### config.mk
export PLATFORM = sky130hd
export DESIGN_NAME = signed_int_to_decimal_ascii_core
export DESIGN_NICKNAME = d
export VERILOG_FILES = /design/src/sv/sitda_pkg.sv /design/src/sv/sitda_dabble.sv /design/src/sv/sitda_emit.sv /design/src/sv/signed_int_to_decimal_ascii_core.sv
export SDC_FILE = /design/constraint.sdc
export NUM_CORES = 1
export LEC_CHECK = 0
export BUFFER_PORTS_ARGS = -buffer_cell sky130_fd_sc_hd__buf_2
export CELL_PAD_IN_SITES_DETAIL_PLACEMENT = 1
export CELL_PAD_IN_SITES_GLOBAL_PLACEMENT = 1
export CORE_UTILIZATION = 30
export DETAILED_ROUTE_END_ITERATION = 10
export GPL_TIMING_DRIVEN = 0
export MAX_ROUTING_LAYER = met4
export PLACE_DENSITY = 0.53
export SYNTH_ARGS = -nofsm -noshare
export SYNTH_HDL_FRONTEND = slang
export SYNTH_SLANG_ARGS = --single-unit
### constraint.sdc
create_clock -name clock -period 5.6 [get_ports clock]
set_input_delay 0.28 -clock clock [delete_from_list [all_inputs] [get_ports clock]]
set_output_delay 0.28 -clock clock [all_outputs]
set_load 0.02 [all_outputs]
### src/sv/sitda_pkg.sv
package sitda_pkg;

   localparam int ValueWidth    = 32;
   localparam int NumDigits     = 10;
   localparam int BcdWidth      = 4 * NumDigits;
   localparam int CharWidth     = 6;
   localparam int BitCountWidth = $clog2(ValueWidth);
   localparam int DigCountWidth = $clog2(NumDigits + 1);

   localparam logic [CharWidth-1:0]     CharZero    = 6'd48;
   localparam logic [CharWidth-1:0]     CharMinus   = 6'd45;
   localparam logic [BitCountWidth-1:0] LastBit     = BitCountWidth'(ValueWidth - 1);
   localparam logic [DigCountWidth-1:0] DigitsAll   = DigCountWidth'(NumDigits);
   localparam logic [DigCountWidth-1:0] DigitsOne   = DigCountWidth'(1);

   typedef enum logic [1:0] {
      CV_IDLE,
      CV_RUN,
      CV_DONE
   } conv_state_type;

   typedef enum logic [1:0] {
      EM_IDLE,
      EM_SIGN,
      EM_SKIP,
      EM_DIGIT
   } emit_state_type;

   typedef struct packed {
      logic                valid;
      logic                neg;
      logic [BcdWidth-1:0] bcd;
   } word_type;

endpackage

### src/sv/sitda_dabble.sv
module sitda_dabble (
   input  logic                                clock,
   input  logic                                reset,
   input  logic                                req_valid,
   output logic                                req_stall,
   input  logic [sitda_pkg::ValueWidth-1:0]    req_value,
   output sitda_pkg::word_type                 word,
   input  logic                                word_take
);

   sitda_pkg::conv_state_type               state_ff, state_in;
   logic [sitda_pkg::ValueWidth-1:0]        mag_ff, mag_in;
   logic [sitda_pkg::BcdWidth-1:0]          bcd_ff, bcd_in, bcd_adj;
   logic                                    neg_ff, neg_in;
   logic [sitda_pkg::BitCountWidth-1:0]     cnt_ff, cnt_in;

   always_ff @(posedge clock) begin
      if (reset) begin
         state_ff <= sitda_pkg::CV_IDLE;
      end else begin
         state_ff <= state_in;
      end
      mag_ff <= mag_in;
      bcd_ff <= bcd_in;
      neg_ff <= neg_in;
      cnt_ff <= cnt_in;
   end

   // add 3 to every digit of 5 or more before the shift
   always_comb begin
      for (int d = 0; d < sitda_pkg::NumDigits; d++) begin
         if (bcd_ff[4*d +: 4] >= 4'd5) begin
            bcd_adj[4*d +: 4] = bcd_ff[4*d +: 4] + 4'd3;
         end else begin
            bcd_adj[4*d +: 4] = bcd_ff[4*d +: 4];
         end
      end
   end

   always_comb begin
      state_in   = state_ff;
      mag_in     = mag_ff;
      bcd_in     = bcd_ff;
      neg_in     = neg_ff;
      cnt_in     = cnt_ff;
      req_stall  = 1'b1;
      word.valid = 1'b0;
      word.neg   = neg_ff;
      word.bcd   = bcd_ff;
      unique case (state_ff)
         sitda_pkg::CV_IDLE: begin
            req_stall = 1'b0;
            if (req_valid) begin
               neg_in   = req_value[sitda_pkg::ValueWidth-1];
               mag_in   = req_value[sitda_pkg::ValueWidth-1] ? (~req_value + 1'b1) : req_value;
               bcd_in   = '0;
               cnt_in   = '0;
               state_in = sitda_pkg::CV_RUN;
            end
         end
         sitda_pkg::CV_RUN: begin
            bcd_in = {bcd_adj[sitda_pkg::BcdWidth-2:0], mag_ff[sitda_pkg::ValueWidth-1]};
            mag_in = {mag_ff[sitda_pkg::ValueWidth-2:0], 1'b0};
            cnt_in = cnt_ff + 1'b1;
            if (cnt_ff == sitda_pkg::LastBit) begin
               state_in = sitda_pkg::CV_DONE;
            end
         end
         sitda_pkg::CV_DONE: begin
            word.valid = 1'b1;
            if (word_take) begin
               state_in = sitda_pkg::CV_IDLE;
            end
         end
         default: begin
            state_in = sitda_pkg::CV_IDLE;
         end
      endcase
   end

endmodule

### src/sv/sitda_emit.sv
module sitda_emit (
   input  logic                                clock,
   input  logic                                reset,
   input  sitda_pkg::word_type                 word,
   output logic                                word_take,
   output logic                                rsp_valid,
   input  logic                                rsp_stall,
   output logic [sitda_pkg::CharWidth-1:0]     rsp_character,
   output logic                                rsp_last
);

   sitda_pkg::emit_state_type               state_ff, state_in;
   logic [sitda_pkg::BcdWidth-1:0]          bcd_ff, bcd_in;
   logic [sitda_pkg::DigCountWidth-1:0]     cnt_ff, cnt_in;
   logic                                    valid_ff, valid_in;
   logic [sitda_pkg::CharWidth-1:0]         char_ff, char_in;
   logic                                    last_ff, last_in;
   logic [3:0]                              top;
   logic                                    out_free;
   logic                                    final_digit;

   always_ff @(posedge clock) begin
      if (reset) begin
         state_ff <= sitda_pkg::EM_IDLE;
         valid_ff <= 1'b0;
      end else begin
         state_ff <= state_in;
         valid_ff <= valid_in;
      end
      bcd_ff  <= bcd_in;
      cnt_ff  <= cnt_in;
      char_ff <= char_in;
      last_ff <= last_in;
   end

   assign top           = bcd_ff[sitda_pkg::BcdWidth-1 -: 4];
   assign out_free      = !valid_ff || !rsp_stall;
   assign final_digit   = (cnt_ff == sitda_pkg::DigitsOne);
   assign rsp_valid     = valid_ff;
   assign rsp_character = char_ff;
   assign rsp_last      = last_ff;

   always_comb begin
      state_in  = state_ff;
      bcd_in    = bcd_ff;
      cnt_in    = cnt_ff;
      char_in   = char_ff;
      last_in   = last_ff;
      valid_in  = valid_ff && rsp_stall;
      word_take = 1'b0;
      unique case (state_ff)
         sitda_pkg::EM_IDLE: begin
            if (word.valid) begin
               word_take = 1'b1;
               bcd_in    = word.bcd;
               cnt_in    = sitda_pkg::DigitsAll;
               state_in  = word.neg ? sitda_pkg::EM_SIGN : sitda_pkg::EM_SKIP;
            end
         end
         sitda_pkg::EM_SIGN: begin
            if (out_free) begin
               valid_in = 1'b1;
               char_in  = sitda_pkg::CharMinus;
               last_in  = 1'b0;
               state_in = sitda_pkg::EM_SKIP;
            end
         end
         sitda_pkg::EM_SKIP: begin
            if (top == 4'd0 && !final_digit) begin
               bcd_in = {bcd_ff[sitda_pkg::BcdWidth-5:0], 4'd0};
               cnt_in = cnt_ff - 1'b1;
            end else begin
               state_in = sitda_pkg::EM_DIGIT;
            end
         end
         sitda_pkg::EM_DIGIT: begin
            if (out_free) begin
               valid_in = 1'b1;
               char_in  = sitda_pkg::CharZero + {2'b00, top};
               last_in  = final_digit;
               bcd_in   = {bcd_ff[sitda_pkg::BcdWidth-5:0], 4'd0};
               cnt_in   = cnt_ff - 1'b1;
               if (final_digit) begin
                  state_in = sitda_pkg::EM_IDLE;
               end
            end
         end
         default: begin
            state_in = sitda_pkg::EM_IDLE;
         end
      endcase
   end

endmodule

### src/sv/signed_int_to_decimal_ascii_core.sv
// Channel   Direction  Ports                                Payload
// request   in         req_valid, req_stall, req_value      32-bit signed integer
// response  out        rsp_valid, rsp_stall, rsp_character, 6-bit ASCII code and
//                      rsp_last                             end-of-text mark
//
// A request goes through bit-serial shift-and-add-3 conversion and is handed
// to the character stage, which sends a minus sign for a negative value, drops
// leading zeros and then sends the digits one character at a time. Conversion
// of the next request overlaps the characters of the previous one. Reset is
// synchronous and clears the state machines and the response valid flag. A stalled
// response holds in its output register; conversion runs on meanwhile.
module signed_int_to_decimal_ascii_core (
   input  logic                                clock,
   input  logic                                reset,
   input  logic                                req_valid,
   output logic                                req_stall,
   input  logic [sitda_pkg::ValueWidth-1:0]    req_value,
   output logic                                rsp_valid,
   input  logic                                rsp_stall,
   output logic [sitda_pkg::CharWidth-1:0]     rsp_character,
   output logic                                rsp_last
);

   sitda_pkg::word_type word;
   logic                word_take;

   sitda_dabble u_dabble (
      .clock     (clock),
      .reset     (reset),
      .req_valid (req_valid),
      .req_stall (req_stall),
      .req_value (req_value),
      .word      (word),
      .word_take (word_take)
   );

   sitda_emit u_emit (
      .clock         (clock),
      .reset         (reset),
      .word          (word),
      .word_take     (word_take),
      .rsp_valid     (rsp_valid),
      .rsp_stall     (rsp_stall),
      .rsp_character (rsp_character),
      .rsp_last      (rsp_last)
   );

endmodule

# Word-level counts from Yosys, hierarchy flattened
# Cells that the tools add are included.
[word_totals]
register_bits = 134
output_inout_bits = 9
word_cells = 119
[classes]
add_sub_neg = 14
magnitude_cmp = 10
eq_ne = 16
n_mux = 48
n_bitwise = 1
n_reduce_logical = 19
[op_table]
columns = ["cell", "count"]
rows = [
  ["40-bit 2-to-1 mux", 4],
  ["40-bit one-hot mux with 3 select lines", 1],
  ["40-bit one-hot mux with 2 select lines", 1],
  ["32-bit 2-to-1 mux", 2],
  ["32-bit one-hot mux with 2 select lines", 1],
  ["4-bit 2-to-1 mux", 12],
  ["4-bit by 3-bit greater-or-equal comparator with 1-bit output, second input constant", 10],
  ["4-bit by 2-bit adder with 4-bit output, second input constant", 9],
  ["32-bit by 1-bit adder with 32-bit output, second input constant", 1],
  ["32-bit NOT", 1],
  ["2-bit 2-to-1 mux", 9],
  ["6-bit 2-to-1 mux", 2],
  ["2-bit by 1-bit != test with 1-bit output, second input constant", 6],
  ["4-bit one-hot mux with 3 select lines", 1],
  ["6-bit one-hot mux with 2 select lines", 1],
  ["5-bit one-hot mux with 2 select lines", 1],
  ["1-bit 2-to-1 mux", 8],
  ["2-bit one-hot mux with 4 select lines", 1],
  ["5-bit by 5-bit adder with 6-bit output, first input constant", 1],
  ["2-bit == test, second input constant", 3],
  ["2-bit != test, second input constant", 3],
  ["2-bit one-hot mux with 3 select lines", 1],
  ["3-bit AND reduction", 2],
  ["5-bit by 1-bit adder with 5-bit output, second input constant", 1],
  ["other kinds (19)", 26],
]

# Logic depth before layout (Yosys ltp)
[logic_depth]
depth_word = 6
mapped_depth = 7

# Hierarchy
# From an unflattened synthesis, not the netlist that was laid out.
[unflattened]
hier_cells = 601
hier_area_um2 = 7025.5
[modules_own_cells]
columns = ["module", "instances", "cells_each", "area_each_um2"]
rows = [
  ["sitda_dabble", 1, 452, 4650.7],
  ["sitda_emit", 1, 149, 2374.8],
]

# Worst setup path before layout
# Ideal clock, no wire load.
[synth_timing]
kind = "reg-to-reg"
start = "register u_emit.state_ff[0]"
end = "register u_emit.bcd_ff[0] in the netlist's numbering, enable pin"
setup_ns = 0.512
t_arrival_ns = 4.205
required_ns = 5.088
path_slack_ns = 0.883
path_stages_with_launch = 6
path_buffers = 1
cell_sequence = "dfxtp_1 > ha_1 > clkbuf_1 > inv_1 > o21ai_0 > a211oi_1"
[synth_via]
elab_chain_cells = 3
word_cells_on_any_way = 8
classes_between = "5 x eq/ne; 3 x reduce/logical"
[synth_rtl]
columns = ["item", "line", "source"]
rows = [
  ["start: declaration", "sitda_emit.sv:12", "sitda_pkg::emit_state_type state_ff, state_in;"],
  ["start signal: assignment", "sitda_emit.sv:24", "state_ff <= sitda_pkg::EM_IDLE;"],
  ["start signal: assignment", "sitda_emit.sv:27", "state_ff <= state_in;"],
  ["2-bit == test / 2-bit logical NOT (equally long branches)", "sitda_emit.sv:51", "unique case (state_ff)"],
  ["2-bit by 1-bit != test with 1-bit output (no source line) (tied with other cells)", "n/a", ""],
  ["4-bit AND reduction (no source line) *", "n/a", ""],
  ["end signal: assignment", "sitda_emit.sv:30", "bcd_ff <= bcd_in;"],
  ["end: declaration", "sitda_emit.sv:13", "logic [sitda_pkg::BcdWidth-1:0] bcd_ff, bcd_in;"],
]
# Every way passes the cells marked *; elsewhere a longest branch is shown, timed or not.
# A chain may end at the register's enable or synchronous reset.

# Worst setup path in the final report
[layout_timing]
start = "register u_dabble.state_ff[1]"
end = "register u_dabble.bcd_ff[16] in the netlist's numbering, enable pin"
[layout_via]
elab_chain_cells = 3
word_cells_on_any_way = 5
classes_between = "2 x eq/ne; 3 x reduce/logical"
[layout_rtl]
columns = ["item", "line", "source"]
rows = [
  ["start: declaration", "sitda_dabble.sv:11", "sitda_pkg::conv_state_type state_ff, state_in;"],
  ["start signal: assignment", "sitda_dabble.sv:19", "state_ff <= sitda_pkg::CV_IDLE;"],
  ["start signal: assignment", "sitda_dabble.sv:21", "state_ff <= state_in;"],
  ["2-bit by 1-bit == test with 1-bit output / 2-bit logical NOT (equally long branches)", "sitda_dabble.sv:50", "unique case (state_ff)"],
  ["2-bit nonzero test (no source line) / 2-bit != test (equally long branches)", "n/a", ""],
  ["2-bit AND reduction (no source line) *", "n/a", ""],
  ["end signal: assignment", "sitda_dabble.sv:24", "bcd_ff <= bcd_in;"],
  ["end: declaration", "sitda_dabble.sv:13", "logic [sitda_pkg::BcdWidth-1:0] bcd_ff, bcd_in, bcd_adj;"],
]
# Marks and branches as above.

==> flow_metrics.py <==
metrics = {
    "run": {
        "maxCapViolCount": 0,
    },
    "worst_setup_path": {
        "crit_buf_inv": 3,
        "crit_arrival_ps": 2790,
        "crit_path_start_kind": "flop",
        "crit_type": "reg2reg",
        "crit_slowest_cell": "clkbuf_1",
        "end_kind": "flop",
        "r2r_cells": 5,
        "r2r_start": "u_dabble.state_ff[1]",
        "crit_top_cell": "clkbuf_1",
        "cp_max_fo": 41,
        "cp.required_ps": 5740,
        "path_cells": "nand2b_1 > clkbuf_1 > clkbuf_1 > nand2_4 > buf_12",
        "slowest_delay_ps": 610,
        "cp_top_family": "buffers and inverters",
        "ff2ff_setup_slack_ps": 2950,
        "timing.rr.end": "u_dabble.bcd_ff[16]",
    },
    "finish": {
        "final_cell_mix": "128 x edfxtp_1, 65 x nor2_1, 50 x nand2_1, 44 x a21oi_1, 43 x buf_2",
        "final_cells": 967,
        "antenna_cells": 0,
        "final_common_cell": "edfxtp_1",
        "postLayoutCoreUtil_pct": 36.0,
        "nets": 736,
        "syn_to_final_growth_pct": 17.2,
        "drive_above_1_share_pct": 18.8,
    },
    "sta": {
        "final_hold_viol_count": 0,
        "tightestPinTransition_ps": 997,
        "finalSetupViolations": 0,
        "relSlewSlack_pct": 33.5,
        "period_share_pct": 47.4,
        "finClkSkew_ps": 8.40,
        "max_freq_ghz": 0.377,
        "drv_slew": 0,
        "finalWorstPathRequiredPeriod_ps": 2650,
        "rsz0062_at_grt": "no",
    },
    "power_and_ir_drop": {
        "powerDensity_mw_per_mm2": 432,
        "finalPower_mw": 3.53,
        "irDropWorstVdd_uv": 207,
        "p_leak_nw": 2.99,
    },
    "yosys": {
        "synthCells": 604,
        "netlist_area_mm2": 0.00698,
        "ys_ff_latch": 133,
        "seq_area_frac_synth_pct": 56.5,
        "synthDistinctLibCells": 42,
        "avgSynthCellArea_um2": 11.6,
        "synth_fp_nets": 671,
        "synth_warnings": 0,
    },
    "global_routing": {
        "grt_util_all_layers_pct": 15.0,
        "first_global_vias": 5166,
        "grt.overflow.total": 0,
        "grt_max_degree": 42,
        "grt_pass1_wl_um": 26800,
        "antenna_found_initial": 0,
    },
    "routing": {
        "drtPass1Iterations": 4,
        "totalWireLength_um": 16400,
        "vias": 4729,
        "drt-initial-drc-count": 191,
        "route.detailed.wl_per_inst_um": 16.9,
        "drcViolationCount": 0,
        "vias_per_cell": 4.89,
        "postRouteAntennaNets": 0,
    },
    "floorplanning": {
        "pin_count": 45,
        "die_w_um": 155,
        "die_area_mm2": 0.0239,
        "start_util_pct": 30.7,
        "rows": 55,
        "core-area_mm2": 0.0227,
        "die_y_um": 155,
    },
    "clocking": {
        "htreeDepth": 4,
        "cts_tree": "built",
        "holdBufCountCts": 0,
        "cts_sinks": 133,
        "cts_root_buffer": "clkbuf_16",
        "clkLatencyLatePin_ps": 410,
        "cts_setup_buffers": 0,
        "clockBufferDepth": 2,
        "cts_resized": 0,
        "path_clk_slew_ps": 60,
        "cts_made_buffers": 17,
    },
    "status": {
        "outcome": "completed",
    },
    "placement": {
        "dpl.cell_count": 935,
        "routabilityCongestion": 0.750,
        "port_buffers": 43,
        "hpwl_um": 11700,
    },
    "hold_path": {
        "worstHoldPathCells": 1,
        "hold_end": "u_dabble.neg_ff",
        "hold_class": "in2reg",
        "min-delay-start": "req_value[31]",
    },
}
## synthesized netlist by cell type
library cell | count | area share (%)
edfxtp_1 | 128 | 55
nor2_1 | 65 | 3.5
nand2_1 | 51 | 2.7
a21oi_1 | 44 | 3.2
mux2_2 | 36 | 5.8
o21ai_0 | 36 | 2.6
xor2_1 | 36 | 4.5
inv_1 | 32 | 1.7
ha_1 | 31 | 5.6
clkbuf_1 | 21 | 1.1
nand2b_1 | 18 | 1.6
nor3_1 | 16 | 1.1
xnor2_1 | 14 | 1.8
o31ai_1 | 7 | 0.75
and2_1 | 6 | 0.54
dfxtp_1 | 5 | 1.4
nand3_1 | 5 | 0.36
nor4_1 | 5 | 0.45
o41ai_1 | 5 | 0.63
o41ai_2 | 5 | 1.2
a211oi_1 | 4 | 0.43
or3_1 | 4 | 0.36
or4_1 | 4 | 0.43
or2_2 | 3 | 0.27
and3_1 | 2 | 0.18
mux2i_1 | 2 | 0.29
nand4b_1 | 2 | 0.25
nor2b_1 | 2 | 0.18
o21ai_1 | 2 | 0.14
a221oi_1 | 1 | 0.13
a31oi_1 | 1 | 0.090
a32o_1 | 1 | 0.14
buf_4 | 1 | 0.11
buf_6 | 1 | 0.16
conb_1 | 1 | 0.054
nand4_1 | 1 | 0.090
nor3b_1 | 1 | 0.11
o311ai_0 | 1 | 0.13
o41ai_4 | 1 | 0.39
or3b_2 | 1 | 0.13
or4_4 | 1 | 0.16
or4b_4 | 1 | 0.20
## routing by layer
metal / share of wire, % / global-route usage, % / vias to the layer above / wire [µm]
met4: 2.3 / 6.46 / 0 / 374
met5: 0 / - / - / 0
met3: 2.5 / 2.66 / 22 / 408
li1: - / - / 2296 / -
met2: 48 / 24.0 / 57 / 7790
met1: 48 / 18.6 / 2354 / 7790
## power breakdown
part	leakage [nW]	switching, mW	total [mW]	internal, mW
Clock	0.259	0.447	1.06	0.612
Combinational	1.43	0.521	0.883	0.362
Sequential	1.30	0.119	1.59	1.47
Total	2.99	1.09	3.53	2.45
## registers in the layout (all words and copies together) (netlist names)
signal                cells
u_emit.rsp_last           1
u_emit.bcd_ff            40
u_emit.rsp_character      5
u_dabble.neg_ff           1
u_emit.rsp_valid          1
u_dabble.state_ff         2
u_emit.cnt_ff             4
u_dabble.cnt_ff           5
u_emit.state_ff           2
u_dabble.bcd_ff          40
u_dabble.mag_ff          32
## kinds of logic (layout without fill, tap and decap cells)
logic type / Yosys count / in the layout / synth area share [%]
compound gates: 108 / 108 / 9.73
fa+ha+maj: 31 / 31 / 5.56
other cells: 1 / 1 / 0.0537
buf+inv: 55 / 133 / 3.12
flops: 133 / 133 / 56.5
mux: 38 / 38 / 6.09
simple gates: 188 / 188 / 12.7
xor+xnor: 50 / 50 / 6.27
## final cells by class
type	count	area (µm²)
fillers	2507	14500
flip-flops and latches	133	3940
multi-input cells	416	2840
clock buffers	17	425
well taps	285	357
repair buffers	46	265
clock inverters	15	131
inverters	32	120
plain buffers	23	97.6
## through the flow
step / area (µm²) / hold WS [ps] / worst slack, ps / setup TNS [ps]
after global placement: 7550 / 492 / -934 / -40950
after global routing: 8180 / 51.7 / 2740 / 0
after floorplan: 6980 / 349 / 883 / 0
after CTS: 8180 / 47.8 / 2850 / 0
final: 8180 / 70.4 / 2950 / 0
after detailed placement: 7620 / 489 / 2880 / 0
## how the worst max path moves through the flow
stage	end	startpoint	depth (start not counted)
floorplan	u_emit.bcd_ff[0]	u_emit.state_ff[0]	5
global placement	u_emit.bcd_ff[10]	u_emit.state_ff[0]	5
detailed placement	u_dabble.mag_ff[20]	u_dabble.state_ff[1]	5
CTS	u_dabble.mag_ff[21]	u_dabble.state_ff[1]	5
global route	u_dabble.bcd_ff[16]	u_dabble.state_ff[1]	5
finish	u_dabble.bcd_ff[16]	u_dabble.state_ff[1]	5
Note: power is estimated with default switching activity, not from simulation.
